--- src/b64lw_pkg.sv ---
// ----------------------------------------------------------------------------
// b64lw_pkg
// Shared types, constants and the Base64 alphabet for the line-wrapping
// Base64 encoder.
// ----------------------------------------------------------------------------
package b64lw_pkg;

    // Widths of the channel fields and configuration registers.
    localparam int BYTE_W      = 8;
    localparam int LIMIT_W     = 10;
    localparam int CFG_DATA_W  = 10;
    localparam int CFG_INDEX_W = 2;

    // Largest number of characters one input transfer can cause.
    localparam int NUM_SLOTS   = 8;
    localparam int SLOT_CNT_W  = 4;

    // Configuration register indexes.
    localparam logic [CFG_INDEX_W-1:0] CFG_LINE_LIMIT   = 2'd0;
    localparam logic [CFG_INDEX_W-1:0] CFG_BREAK_FIRST  = 2'd1;
    localparam logic [CFG_INDEX_W-1:0] CFG_BREAK_SECOND = 2'd2;
    localparam logic [CFG_INDEX_W-1:0] CFG_BREAK_IS_TWO = 2'd3;

    // Reset values of the configuration registers.
    localparam logic [LIMIT_W-1:0] LINE_LIMIT_RST   = 10'd76;
    localparam logic [BYTE_W-1:0]  BREAK_FIRST_RST  = 8'd13;
    localparam logic [BYTE_W-1:0]  BREAK_SECOND_RST = 8'd10;

    // Characters.
    localparam logic [BYTE_W-1:0] PAD_CHAR = 8'h3D;

    // Group positions (number of bytes held back).
    localparam logic [1:0] GP_EMPTY = 2'd0;
    localparam logic [1:0] GP_ONE   = 2'd1;
    localparam logic [1:0] GP_TWO   = 2'd2;

    // Configuration register set.
    typedef struct packed {
        logic [LIMIT_W-1:0] line_limit;
        logic [BYTE_W-1:0]  break_first;
        logic [BYTE_W-1:0]  break_second;
        logic               break_is_two;
    } cfg_t;

    // Characters caused by one input transfer, handed to the serializer.
    typedef struct packed {
        logic [NUM_SLOTS-1:0][BYTE_W-1:0] chars;
        logic [SLOT_CNT_W-1:0]            count;
        logic                             fin;
    } job_t;

    // Map a 6-bit value onto the standard Base64 alphabet.
    function automatic logic [BYTE_W-1:0] b64_char(input logic [5:0] v);
        logic [BYTE_W-1:0] c;
        c = 8'h2F;
        if (v < 6'd26)
            c = 8'h41 + {2'b00, v};
        else if (v < 6'd52)
            c = 8'h61 + {2'b00, v - 6'd26};
        else if (v < 6'd62)
            c = 8'h30 + {2'b00, v - 6'd52};
        else if (v == 6'd62)
            c = 8'h2B;
        return c;
    endfunction

endpackage

--- src/b64lw_if.sv ---
// ----------------------------------------------------------------------------
// b64lw_in_if / b64lw_out_if
// Valid/ready channels for message bytes in and encoded characters out.
// ----------------------------------------------------------------------------
interface b64lw_in_if;
    logic       valid;
    logic       ready;
    logic [7:0] data_byte;
    logic       has_byte;
    logic       message_end;

    modport source (output valid, output data_byte, output has_byte,
                    output message_end, input ready);
    modport sink   (input valid, input data_byte, input has_byte,
                    input message_end, output ready);
endinterface

interface b64lw_out_if;
    logic       valid;
    logic       ready;
    logic [7:0] out_char;
    logic       run_last;
    logic       message_done;

    modport source (output valid, output out_char, output run_last,
                    output message_done, input ready);
    modport sink   (input valid, input out_char, input run_last,
                    input message_done, output ready);
endinterface

--- src/b64lw_encode.sv ---
// ----------------------------------------------------------------------------
// b64lw_encode
// Holds the pending bytes, group position and line count, and turns each
// accepted input transfer into a registered list of up to eight characters.
// ----------------------------------------------------------------------------
module b64lw_encode
    import b64lw_pkg::*;
(
    input  logic              clk,
    input  logic              rst_n,
    input  cfg_t              cfg,
    input  logic              in_valid,
    output logic              in_ready,
    input  logic [BYTE_W-1:0] in_byte,
    input  logic              in_has,
    input  logic              in_fin,
    output logic              job_valid,
    output job_t              job,
    input  logic              job_take
);

    logic [2*BYTE_W-1:0] pend_reg, pend_next;
    logic [1:0]          gp_reg, gp_next;
    logic [LIMIT_W-1:0]  cnt_reg, cnt_next;
    logic                job_valid_reg, job_valid_next;
    job_t                job_reg, job_next;

    logic                accept;
    logic                do_group;
    logic                wrap;
    logic [LIMIT_W-1:0]  thr;
    logic [LIMIT_W-1:0]  cnt_plus;
    logic [BYTE_W-1:0]   p1, p2;
    logic [1:0]          eff_gp;

    // The job register is free when empty or when it moves on this cycle.
    assign in_ready  = !job_valid_reg || job_take;
    assign accept    = in_valid && in_ready;
    assign job_valid = job_valid_reg;
    assign job       = job_reg;

    // Line count after a group and the wrap decision.
    assign thr      = (cfg.line_limit >= 10'd3) ? cfg.line_limit - 10'd3 : '0;
    assign cnt_plus = cnt_reg + 10'd4;
    assign do_group = in_has && (gp_reg != GP_EMPTY) && (gp_reg != GP_ONE);
    assign wrap     = cnt_plus >= thr;

    // Pending bytes as seen by the end-of-message flush.
    always_comb
    begin
        p1     = pend_reg[15:8];
        p2     = pend_reg[7:0];
        eff_gp = gp_reg;
        if (in_has)
        begin
            case (gp_reg)
                GP_EMPTY:
                begin
                    p1     = in_byte;
                    eff_gp = GP_ONE;
                end
                GP_ONE:
                begin
                    p2     = in_byte;
                    eff_gp = GP_TWO;
                end
                default:
                begin
                    eff_gp = GP_EMPTY;
                end
            endcase
        end
    end

    // Build the character list for this transfer.
    always_comb
    begin
        logic [SLOT_CNT_W-1:0] n;
        n              = '0;
        job_next.chars = '0;
        job_next.fin   = in_fin;
        if (do_group)
        begin
            job_next.chars[0] = b64_char(pend_reg[15:10]);
            job_next.chars[1] = b64_char({pend_reg[9:8], pend_reg[7:4]});
            job_next.chars[2] = b64_char({pend_reg[3:0], in_byte[7:6]});
            job_next.chars[3] = b64_char(in_byte[5:0]);
            n = 4'd4;
            if (wrap)
            begin
                job_next.chars[n[2:0]] = cfg.break_first;
                n = n + 4'd1;
                if (cfg.break_is_two)
                begin
                    job_next.chars[n[2:0]] = cfg.break_second;
                    n = n + 4'd1;
                end
            end
        end
        if (in_fin)
        begin
            // A padded group is only possible when no full group went out.
            if (eff_gp == GP_ONE)
            begin
                job_next.chars[0] = b64_char(p1[7:2]);
                job_next.chars[1] = b64_char({p1[1:0], 4'b0000});
                job_next.chars[2] = PAD_CHAR;
                job_next.chars[3] = PAD_CHAR;
                n = 4'd4;
            end
            else if (eff_gp == GP_TWO)
            begin
                job_next.chars[0] = b64_char(p1[7:2]);
                job_next.chars[1] = b64_char({p1[1:0], p2[7:4]});
                job_next.chars[2] = b64_char({p2[3:0], 2'b00});
                job_next.chars[3] = PAD_CHAR;
                n = 4'd4;
            end
            job_next.chars[n[2:0]] = cfg.break_first;
            n = n + 4'd1;
            if (cfg.break_is_two)
            begin
                job_next.chars[n[2:0]] = cfg.break_second;
                n = n + 4'd1;
            end
        end
        job_next.count = n;
    end

    // Next state of the encoder.
    always_comb
    begin
        pend_next      = pend_reg;
        gp_next        = gp_reg;
        cnt_next       = cnt_reg;
        job_valid_next = job_valid_reg && !job_take;
        if (accept)
        begin
            job_valid_next = (job_next.count != '0);
            if (in_has)
            begin
                case (gp_reg)
                    GP_EMPTY:
                    begin
                        pend_next = {in_byte, 8'h00};
                        gp_next   = GP_ONE;
                    end
                    GP_ONE:
                    begin
                        pend_next = {pend_reg[15:8], in_byte};
                        gp_next   = GP_TWO;
                    end
                    default:
                    begin
                        pend_next = '0;
                        gp_next   = GP_EMPTY;
                        cnt_next  = wrap ? '0 : cnt_plus;
                    end
                endcase
            end
            if (in_fin)
            begin
                pend_next = '0;
                gp_next   = GP_EMPTY;
                cnt_next  = '0;
            end
        end
    end

    // Control and state registers.
    always_ff @(posedge clk or negedge rst_n)
    begin
        if (!rst_n)
        begin
            pend_reg      <= '0;
            gp_reg        <= GP_EMPTY;
            cnt_reg       <= '0;
            job_valid_reg <= 1'b0;
        end
        else
        begin
            pend_reg      <= pend_next;
            gp_reg        <= gp_next;
            cnt_reg       <= cnt_next;
            job_valid_reg <= job_valid_next;
        end
    end

    // Job payload needs no reset.
    always_ff @(posedge clk)
    begin
        if (accept)
        begin
            job_reg <= job_next;
        end
    end

endmodule

--- src/b64lw_serial.sv ---
// ----------------------------------------------------------------------------
// b64lw_serial
// Shifts a character list out one character per output transfer and marks
// the last character of each list and of each message.
// ----------------------------------------------------------------------------
module b64lw_serial
    import b64lw_pkg::*;
(
    input  logic              clk,
    input  logic              rst_n,
    input  logic              job_valid,
    input  job_t              job,
    output logic              job_take,
    output logic              out_valid,
    input  logic              out_ready,
    output logic [BYTE_W-1:0] out_char,
    output logic              run_last,
    output logic              message_done
);

    logic [NUM_SLOTS-1:0][BYTE_W-1:0] chars_reg, chars_next;
    logic [SLOT_CNT_W-1:0]            left_reg, left_next;
    logic                             fin_reg, fin_next;
    logic                             xfer;
    logic                             last;

    assign out_valid    = (left_reg != '0);
    assign last         = (left_reg == 4'd1);
    assign xfer         = out_valid && out_ready;
    assign out_char     = chars_reg[0];
    assign run_last     = last;
    assign message_done = last && fin_reg;

    // Take a new list when empty or when the last character leaves now.
    assign job_take = job_valid && (!out_valid || (xfer && last));

    // Shift on each transfer, reload from the job register.
    always_comb
    begin
        chars_next = chars_reg;
        left_next  = left_reg;
        fin_next   = fin_reg;
        if (xfer)
        begin
            chars_next = {{BYTE_W{1'b0}}, chars_reg[NUM_SLOTS-1:1]};
            left_next  = left_reg - 4'd1;
        end
        if (job_take)
        begin
            chars_next = job.chars;
            left_next  = job.count;
            fin_next   = job.fin;
        end
    end

    always_ff @(posedge clk or negedge rst_n)
    begin
        if (!rst_n)
        begin
            left_reg <= '0;
        end
        else
        begin
            left_reg <= left_next;
        end
    end

    always_ff @(posedge clk)
    begin
        chars_reg <= chars_next;
        fin_reg   <= fin_next;
    end

endmodule

--- src/base64_line_wrapping_encoder.sv ---
// ----------------------------------------------------------------------------
// base64_line_wrapping_encoder
// Base64 encoder with configurable line wrapping and line break sequence.
// ----------------------------------------------------------------------------
// Usage:
//   Message bytes enter on in_ch, one per transfer (has_byte marks a real
//   byte, message_end closes the message). Encoded characters leave on
//   out_ch, one per transfer; run_last marks the last character caused by
//   an input transfer and message_done the final line break character.
//   Every third byte releases four characters, plus a line break when the
//   line fills; message_end flushes held bytes as a padded group, then
//   a line break. With the output side idle, the first character of a
//   transfer passes through the job register and then the shift register
//   before it is on out_ch. The output side moves one character per cycle
//   while the receiver is ready; an input transfer causes up to 8
//   characters, and one that causes none leaves nothing for the output
//   side. One list of characters waits in a job register while the
//   previous one shifts out, so input is taken while output is still
//   busy. When the receiver stalls, the character on out_ch holds and
//   in_ch.ready drops once the job register is full. Reset clears the
//   group state, empties both stages and loads the configuration defaults
//   (limit 76, CR LF break). The user writes configuration through
//   cfg_we/cfg_index/cfg_data only while the block is idle; the block
//   itself does not enforce this.
// ----------------------------------------------------------------------------
module base64_line_wrapping_encoder
    import b64lw_pkg::*;
(
    input  logic                   clk,
    input  logic                   rst_n,
    b64lw_in_if.sink               in_ch,
    b64lw_out_if.source            out_ch,
    input  logic                   cfg_we,
    input  logic [CFG_INDEX_W-1:0] cfg_index,
    input  logic [CFG_DATA_W-1:0]  cfg_data
);

    cfg_t cfg_reg, cfg_next;
    logic job_valid;
    job_t job;
    logic job_take;

    // Configuration register writes.
    always_comb
    begin
        cfg_next = cfg_reg;
        if (cfg_we)
        begin
            case (cfg_index)
                CFG_LINE_LIMIT:   cfg_next.line_limit   = cfg_data[LIMIT_W-1:0];
                CFG_BREAK_FIRST:  cfg_next.break_first  = cfg_data[BYTE_W-1:0];
                CFG_BREAK_SECOND: cfg_next.break_second = cfg_data[BYTE_W-1:0];
                CFG_BREAK_IS_TWO: cfg_next.break_is_two = cfg_data[0];
                default:          cfg_next = cfg_reg;
            endcase
        end
    end

    always_ff @(posedge clk or negedge rst_n)
    begin
        if (!rst_n)
        begin
            cfg_reg.line_limit   <= LINE_LIMIT_RST;
            cfg_reg.break_first  <= BREAK_FIRST_RST;
            cfg_reg.break_second <= BREAK_SECOND_RST;
            cfg_reg.break_is_two <= 1'b1;
        end
        else
        begin
            cfg_reg <= cfg_next;
        end
    end

    // Group state and character list builder.
    b64lw_encode u_encode
    (
        .clk       (clk),
        .rst_n     (rst_n),
        .cfg       (cfg_reg),
        .in_valid  (in_ch.valid),
        .in_ready  (in_ch.ready),
        .in_byte   (in_ch.data_byte),
        .in_has    (in_ch.has_byte),
        .in_fin    (in_ch.message_end),
        .job_valid (job_valid),
        .job       (job),
        .job_take  (job_take)
    );

    // One character per output transfer.
    b64lw_serial u_serial
    (
        .clk          (clk),
        .rst_n        (rst_n),
        .job_valid    (job_valid),
        .job          (job),
        .job_take     (job_take),
        .out_valid    (out_ch.valid),
        .out_ready    (out_ch.ready),
        .out_char     (out_ch.out_char),
        .run_last     (out_ch.run_last),
        .message_done (out_ch.message_done)
    );

endmodule

--- src/flat_wrapper.sv ---
// flat-port wrapper written by rule: the top's interface ports become plain ports
module base64_line_wrapping_encoder_flat import b64lw_pkg::*;
  (clk, rst_n, cfg_we, cfg_index, cfg_data, in_ch_valid, in_ch_data_byte, in_ch_has_byte, in_ch_message_end, in_ch_ready, out_ch_valid, out_ch_out_char, out_ch_run_last, out_ch_message_done, out_ch_ready);
  b64lw_in_if in_ch_i ();
  b64lw_out_if out_ch_i ();
  input  logic clk;
  input  logic rst_n;
  input  logic cfg_we;
  input  logic [CFG_INDEX_W-1:0] cfg_index;
  input  logic [CFG_DATA_W-1:0] cfg_data;
  input wire logic [$bits(in_ch_i.valid)-1:0] in_ch_valid;
  input wire logic [$bits(in_ch_i.data_byte)-1:0] in_ch_data_byte;
  input wire logic [$bits(in_ch_i.has_byte)-1:0] in_ch_has_byte;
  input wire logic [$bits(in_ch_i.message_end)-1:0] in_ch_message_end;
  output wire logic [$bits(in_ch_i.ready)-1:0] in_ch_ready;
  output wire logic [$bits(out_ch_i.valid)-1:0] out_ch_valid;
  output wire logic [$bits(out_ch_i.out_char)-1:0] out_ch_out_char;
  output wire logic [$bits(out_ch_i.run_last)-1:0] out_ch_run_last;
  output wire logic [$bits(out_ch_i.message_done)-1:0] out_ch_message_done;
  input wire logic [$bits(out_ch_i.ready)-1:0] out_ch_ready;
  assign in_ch_i.valid = in_ch_valid;
  assign in_ch_i.data_byte = in_ch_data_byte;
  assign in_ch_i.has_byte = in_ch_has_byte;
  assign in_ch_i.message_end = in_ch_message_end;
  assign in_ch_ready = in_ch_i.ready;
  assign out_ch_valid = out_ch_i.valid;
  assign out_ch_out_char = out_ch_i.out_char;
  assign out_ch_run_last = out_ch_i.run_last;
  assign out_ch_message_done = out_ch_i.message_done;
  assign out_ch_i.ready = out_ch_ready;
  base64_line_wrapping_encoder u_core (.clk(clk), .rst_n(rst_n), .in_ch(in_ch_i), .out_ch(out_ch_i), .cfg_we(cfg_we), .cfg_index(cfg_index), .cfg_data(cfg_data));
endmodule
--- config.mk ---
export PLATFORM = sky130hd
export DESIGN_NAME = base64_line_wrapping_encoder_flat
export DESIGN_NICKNAME = d
export VERILOG_FILES = /design/src/b64lw_pkg.sv /design/src/b64lw_if.sv /design/src/b64lw_encode.sv /design/src/b64lw_serial.sv /design/src/base64_line_wrapping_encoder.sv /design/src/flat_wrapper.sv
export SDC_FILE = /design/constraint.sdc
export NUM_CORES = 1
export LEC_CHECK = 0
export ABC_AREA = 1
export BUFFER_PORTS_ARGS = -buffer_cell sky130_fd_sc_hd__buf_2
export CELL_PAD_IN_SITES_DETAIL_PLACEMENT = 0
export CELL_PAD_IN_SITES_GLOBAL_PLACEMENT = 1
export CORE_AREA = 8 8 172 174
export DETAILED_ROUTE_END_ITERATION = 12
export DIE_AREA = 0 0 180 182
export GPL_TIMING_DRIVEN = 0
export PLACE_DENSITY = 0.91
export SETUP_SLACK_MARGIN = 0.02
export SYNTH_ARGS = -nofsm -noshare
export SYNTH_HDL_FRONTEND = slang
export SYNTH_HIERARCHICAL = 1
export SYNTH_SLANG_ARGS = --single-unit
--- constraint.sdc ---
create_clock -name clk -period 3.8 [get_ports clk]
set_input_delay 0.76 -clock clk [delete_from_list [all_inputs] [get_ports clk]]
set_output_delay 0.76 -clock clk [all_outputs]
set_load 0.02 [all_outputs]
# Word-level counts from Yosys, hierarchy flattened
# Index checks and enable logic that the tools add are counted.
word_totals:
  regBits: 194
  in_bits: 27
  out_inout_bits: 12
  wordCells: 222
classes:
  addsub: 45
  order_cmp: 30
  n_eq_ne: 16
  mux: 72
  reduce_logical: 30
op_table:
  columns: ["operator", "count"]
  rows:
  - ["two-way mux 64 bit", 3]
  - ["two-way mux 8 bit", 23]
  - ["adder 7 x 6 -> 8 bit (first input constant)", 16]
  - ["bitwise mux 64 bit", 2]
  - ["< comparator 6 bit (second input constant)", 16]
  - ["two-way mux 32 bit", 3]
  - ["two-way mux 48 bit", 2]
  - ["adder 6 x 6 -> 7 bit (first input constant)", 8]
  - ["two-way mux 7 bit", 8]
  - ["two-way mux 10 bit", 5]
  - ["demux 8 bit (select 3 bit)", 2]
  - ["< comparator 6 x 5 -> 1 bit (second input constant)", 8]
  - ["two-way mux 16 bit", 3]
  - ["subtractor 6 x 5 -> 6 bit (second input constant)", 8]
  - ["subtractor 6 bit (second input constant)", 8]
  - ["equality test 6 bit (second input constant)", 6]
  - ["one-hot mux 16 bit (2 select lines)", 1]
  - ["two-way mux 4 bit", 7]
  - ["two-way mux 3 bit", 7]
  - ["adder 10 x 3 -> 10 bit (second input constant)", 1]
  - ["greater-or-equal comparator 10 bit", 1]
  - ["greater-or-equal comparator 10 x 2 -> 1 bit (second input constant)", 1]
  - ["logical AND 1 bit", 10]
  - ["AND reduction 2 bit", 5]
  - ["20 further kinds", 39]

# Depth between registers and ports, before layout
depth:
  word_depth: 16
  mapped_depth: 26
  mapped_depth_nobuf: 26

# Cells and area by module
# The synthesis kept the hierarchy.
modules_own_cells:
  columns: ["module", "n_inst", "cells_per_inst", "area_per_inst_um2", "seq_area_each_um2"]
  rows:
  - ["b64lw_encode", 1, 1134, 8408.1, 2747.6]
  - ["b64lw_serial", 1, 321, 3140.5, 2052.0]
  - ["base64_line_wrapping_encoder", 1, 121, 1119.8, 686.9]

# Worst setup path after synthesis
# Ideal clock, no wire load.
synth_path:
  path_type: "in2reg"
  start: "input out_ch_ready"
  end: "register u_core.u_encode.job_reg, in the netlist u_core/u_encode/job[0], enable pin"
  setup_time_ns: 0.424
  t_arrival_ns: 3.045
  required_time_ns: 3.376
  path_slack_ns: 0.331
  cell_stages: 9
  path_buffers: 1
  path_cell_list: "nand2_1 inv_1 nand3_2 nand2_2 buf_2 inv_1 nand2_1 nand2_1 inv_1"
synth_between:
  elab_chain_len: 6
synth_rtl:
  columns: ["element", "line_no", "rtl"]
  rows:
  - ["from (decl)", "flat_wrapper.sv:20", "input wire logic [$bits(out_ch_i.ready)-1:0] out_ch_ready;"]
  - ["logical AND 1 bit", "b64lw_serial.sv:29", "assign xfer = out_valid && out_ready;"]
  - ["logical AND 1 bit", "b64lw_serial.sv:35", "assign job_take = job_valid && (!out_valid || (xfer && last));"]
  - ["logical OR 1 bit", "b64lw_serial.sv:35", null]
  - ["logical AND 1 bit", "b64lw_serial.sv:35", null]
  - ["net u_core.job_take", "base64_line_wrapping_encoder.sv:41", "logic job_take;"]
  - ["logical OR 1 bit", "b64lw_encode.sv:37", "assign in_ready = !job_valid_reg || job_take;"]
  - ["net in_ch_ready", "flat_wrapper.sv:15", "output wire logic [$bits(in_ch_i.ready)-1:0] in_ch_ready;"]
  - ["logical AND 1 bit", "b64lw_encode.sv:38", "assign accept = in_valid && in_ready;"]
  - ["net u_core.u_encode.accept", "b64lw_encode.sv:28", "logic accept;"]
  - ["to (signal assigned)", "b64lw_encode.sv:194", "job_reg <= job_next;"]
  - ["to (decl)", "b64lw_encode.sv:26", "job_t job_reg, job_next;"]
# The timed path passes the listed nets, and every way through them passes these cells.
# A chain may end at the register's enable or synchronous reset.

==> impl_metrics.py <==
metrics = {
    "yosys": {
        "synth_fp_nets": 1680,
        "seq_area_frac_synth": 0.433,
        "synth_top_area_cell": "edfxtp_1",
        "synth.distinct_cells": 50,
        "synth-async-reset-ratio": 0.302,
        "yosys_most_used_dff": "edfxtp_1",
        "syn_inst": 1576,
        "syn_avg_cell_area_um2": 8.04,
        "synth-edff-count": 134,
        "ys_warn_count": 6,
        "ys_top_cells_by_area": "edfxtp_1, nand2_1, dfrtp_1",
        "synth_seq_cells": 192,
        "synth_top_cell_area_share": 0.318,
        "syn_area_mm2": 0.0127,
    },
    "critical_path": {
        "startpoint_type": "register",
        "critPathArrivalTime_ps": 3810,
        "cp_max_fo": 10,
        "ff2ff_path_depth": 24,
        "path_class": "register to register",
        "end_kind": "register",
        "cp.required_ps": 3990,
    },
    "finish": {
        "final_common_cell": "nand2_1",
        "final_nets": 1744,
        "n_antenna_cell": 0,
        "utilization": 0.530,
        "drive_gt1_frac": 0.128,
        "largest_register_ff_count": 69,
        "seq_area_mm2": 0.00549,
        "final_cell_mix": "nand2_1, inv_1, edfxtp_1",
        "fillCellCount": 2491,
        "multi_input_comb_area_mm2": 0.00623,
        "area_growth_pct": 11.4,
        "stdcell_area_mm2": 0.0141,
    },
    "timing": {
        "layout_min_cycle_time_ps": 3620,
        "slew_headroom": 0.384,
        "fin_setup_tns_ps": 0,
        "clock-skew-final_ps": 17.4,
        "hold_viol": 0,
        "setup_viol": 0,
        "maxSlewViolCount": 0,
        "min_period_over_period": 0.953,
        "maxClockFrequency_ghz": 0.276,
        "tightest_slew_ps": 924,
    },
    "placed_design": {
        "place.gp.congestion": 0.927,
        "post-dp-hpwl_um": 25200,
        "port_buffers": 37,
        "dpl_cell_area_mm2": 0.0133,
    },
    "cts": {
        "numCtsBuffers": 17,
        "htree_levels": 4,
        "clk_path_buf_depth": 2,
        "path_clk_slew_ps": 90,
        "cts_hold_buf": 0,
        "cts-root-buf": "clkbuf_16",
        "clock-sinks": 192,
        "cts_tree": "yes",
        "clk_latency_ps": 440,
    },
    "drt": {
        "totalWireLength_um": 33400,
        "drt-wirelength-per-cell_um": 16.7,
        "drt_iter0_drc": 1001,
        "antenna_left": 0,
        "drc_errors": 0,
        "vias": 10700,
        "drt-pass1-iter-count": 5,
        "routed_via_density": 5.36,
    },
    "hold_path": {
        "hp-class": "input pin to async pin",
    },
    "floorplanning": {
        "die_h_um": 182,
        "die-area_mm2": 0.0328,
        "core_mm2": 0.0267,
        "start_util": 0.475,
        "rows": 60,
        "io_pins": 39,
        "die_w_um": 180,
    },
    "power_and_ir_drop": {
        "vdd_drop_max_uv": 419,
        "power.total_uw": 11300,
        "power_density_mw_per_mm2": 802,
        "p_leak_uw": 0.00660,
    },
    "run_status": {
        "status": "finished clean",
    },
    "run": {
        "maxCapViolCount": 0,
    },
    "grt": {
        "grt_pass1_vias": 10200,
        "grt_max_degree": 71,
        "gr-total-overflow": 0,
        "grt.total_usage": 0.202,
        "grt_pass1_wl_um": 53500,
        "grt_antenna_before_repair": 0,
    },
}
cell usage after synthesis, types with 2 or more instances:
library cell    n
a211oi_1        4
a21oi_1        30
a21oi_2         2
a22oi_1         4
a31oi_1         7
buf_1           2
buf_2          12
buf_4          10
buf_6          12
clkbuf_1       12
dfrtp_1        49
dfstp_2         9
edfxtp_1      134
ha_1           77
inv_1         182
inv_2          18
nand2_1       490
nand2_2         8
nand2_4         6
nand3_1       124
nand3_2         3
nand4_1        31
nor2_1         93
nor2_2          7
nor2_4          5
nor3_1         15
o211ai_1       16
o21ai_0        91
o21ai_1        16
o21ai_2         6
o221ai_1        3
o22ai_1        27
or2_2           7
xnor2_1        10
xor2_1         39
final timing paths:
check	startpoint	to	slack [ps]
max	u_core/cfg_reg[17]	u_core/u_encode/job[29]	180
max in group asynchronous	rst_n	u_core/u_encode/pend_reg[15]	2790
min in group clk	u_core/u_encode/job[0]	u_core/u_serial/fin_reg	420
max reg2reg	u_core/cfg_reg[17]	u_core/u_encode/job[29]	180
min	rst_n	u_core/u_encode/pend_reg[4]	410
min reg2reg	u_core/u_encode/job[0]	u_core/u_serial/fin_reg	420
per-layer routing:
layer  wire length [µm]  GRT usage  part of all wire  vias to the layer above
li1                   -          -                 -                     5334
met1              15300      0.268              0.46                     5030
met2              15800      0.341              0.47                      285
met3               1650     0.0242             0.050                       39
met4                672     0.0597             0.020                        0
met5                  0          0                 0                        -
where the power goes:
part	internal (µW)	switching (µW)	leakage, µW	total, µW
clock	913	929	0.000300	1840
combinational	1930	3830	0.00427	5760
sequential	3310	410	0.00203	3720
critical path, stage by stage, from the launching register on:
cell	delay (ps)
dfrtp_1	400
ha_1	200
inv_1	100
nand2_2	100
nor2_4	150
inv_1	100
o21ai_2	120
nand3_1	80
ha_1	280
nand2_1	80
nor2_2	120
nand3_1	100
nand2_2	130
nand2_4	90
nor2_4	150
inv_4	80
ha_4	260
nor2_2	110
inv_2	80
nor2_4	120
inv_2	70
nor2_4	160
inv_4	70
o22ai_2	160
inv_1	70
per-stage QoR:
| stage | hold slack (ps) | worst slack [ps] | instances |
|---|---|---|---|
| floorplan | 400 | 331 | 1576 |
| global placement | 405 | -497 | 1954 |
| CTS | 426 | 44.1 | 1992 |
| finish | 409 | 178 | 1994 |
| detailed placement | 406 | -241 | 1955 |
| global route | 433 | -40.5 | 1994 |
cell type report:
class,instances,share of cell area
buffer,48,0.0229
clock buffer,17,0.0301
clock inverter,15,0.0143
inverter,201,0.0538
multi-input combinational,1135,0.441
sequential,192,0.389
tap,341,0.0302
timing repair buffer,45,0.0184
kinds of logic after synthesis:
logic type	Yosys count	share of synthesized area
DFF	192	0.433
AOI/OAI and AO/OA	214	0.0987
xor gates and xnor gates	50	0.0360
buffers and inverters	249	0.0850
muxes	2	0.00168
adders and majority gates	77	0.0760
and+or+nand+nor	792	0.269
what timing repair did:
action / CTS / global route
pin swaps: 4 / 9
hold endpoints to repair: 0 / 0
setup endpoints to repair: 13 / 33
resized for setup: 9 / 23
setup buffers: 5 / 2
No activity file was read; power rests on OpenSTA's default activity.
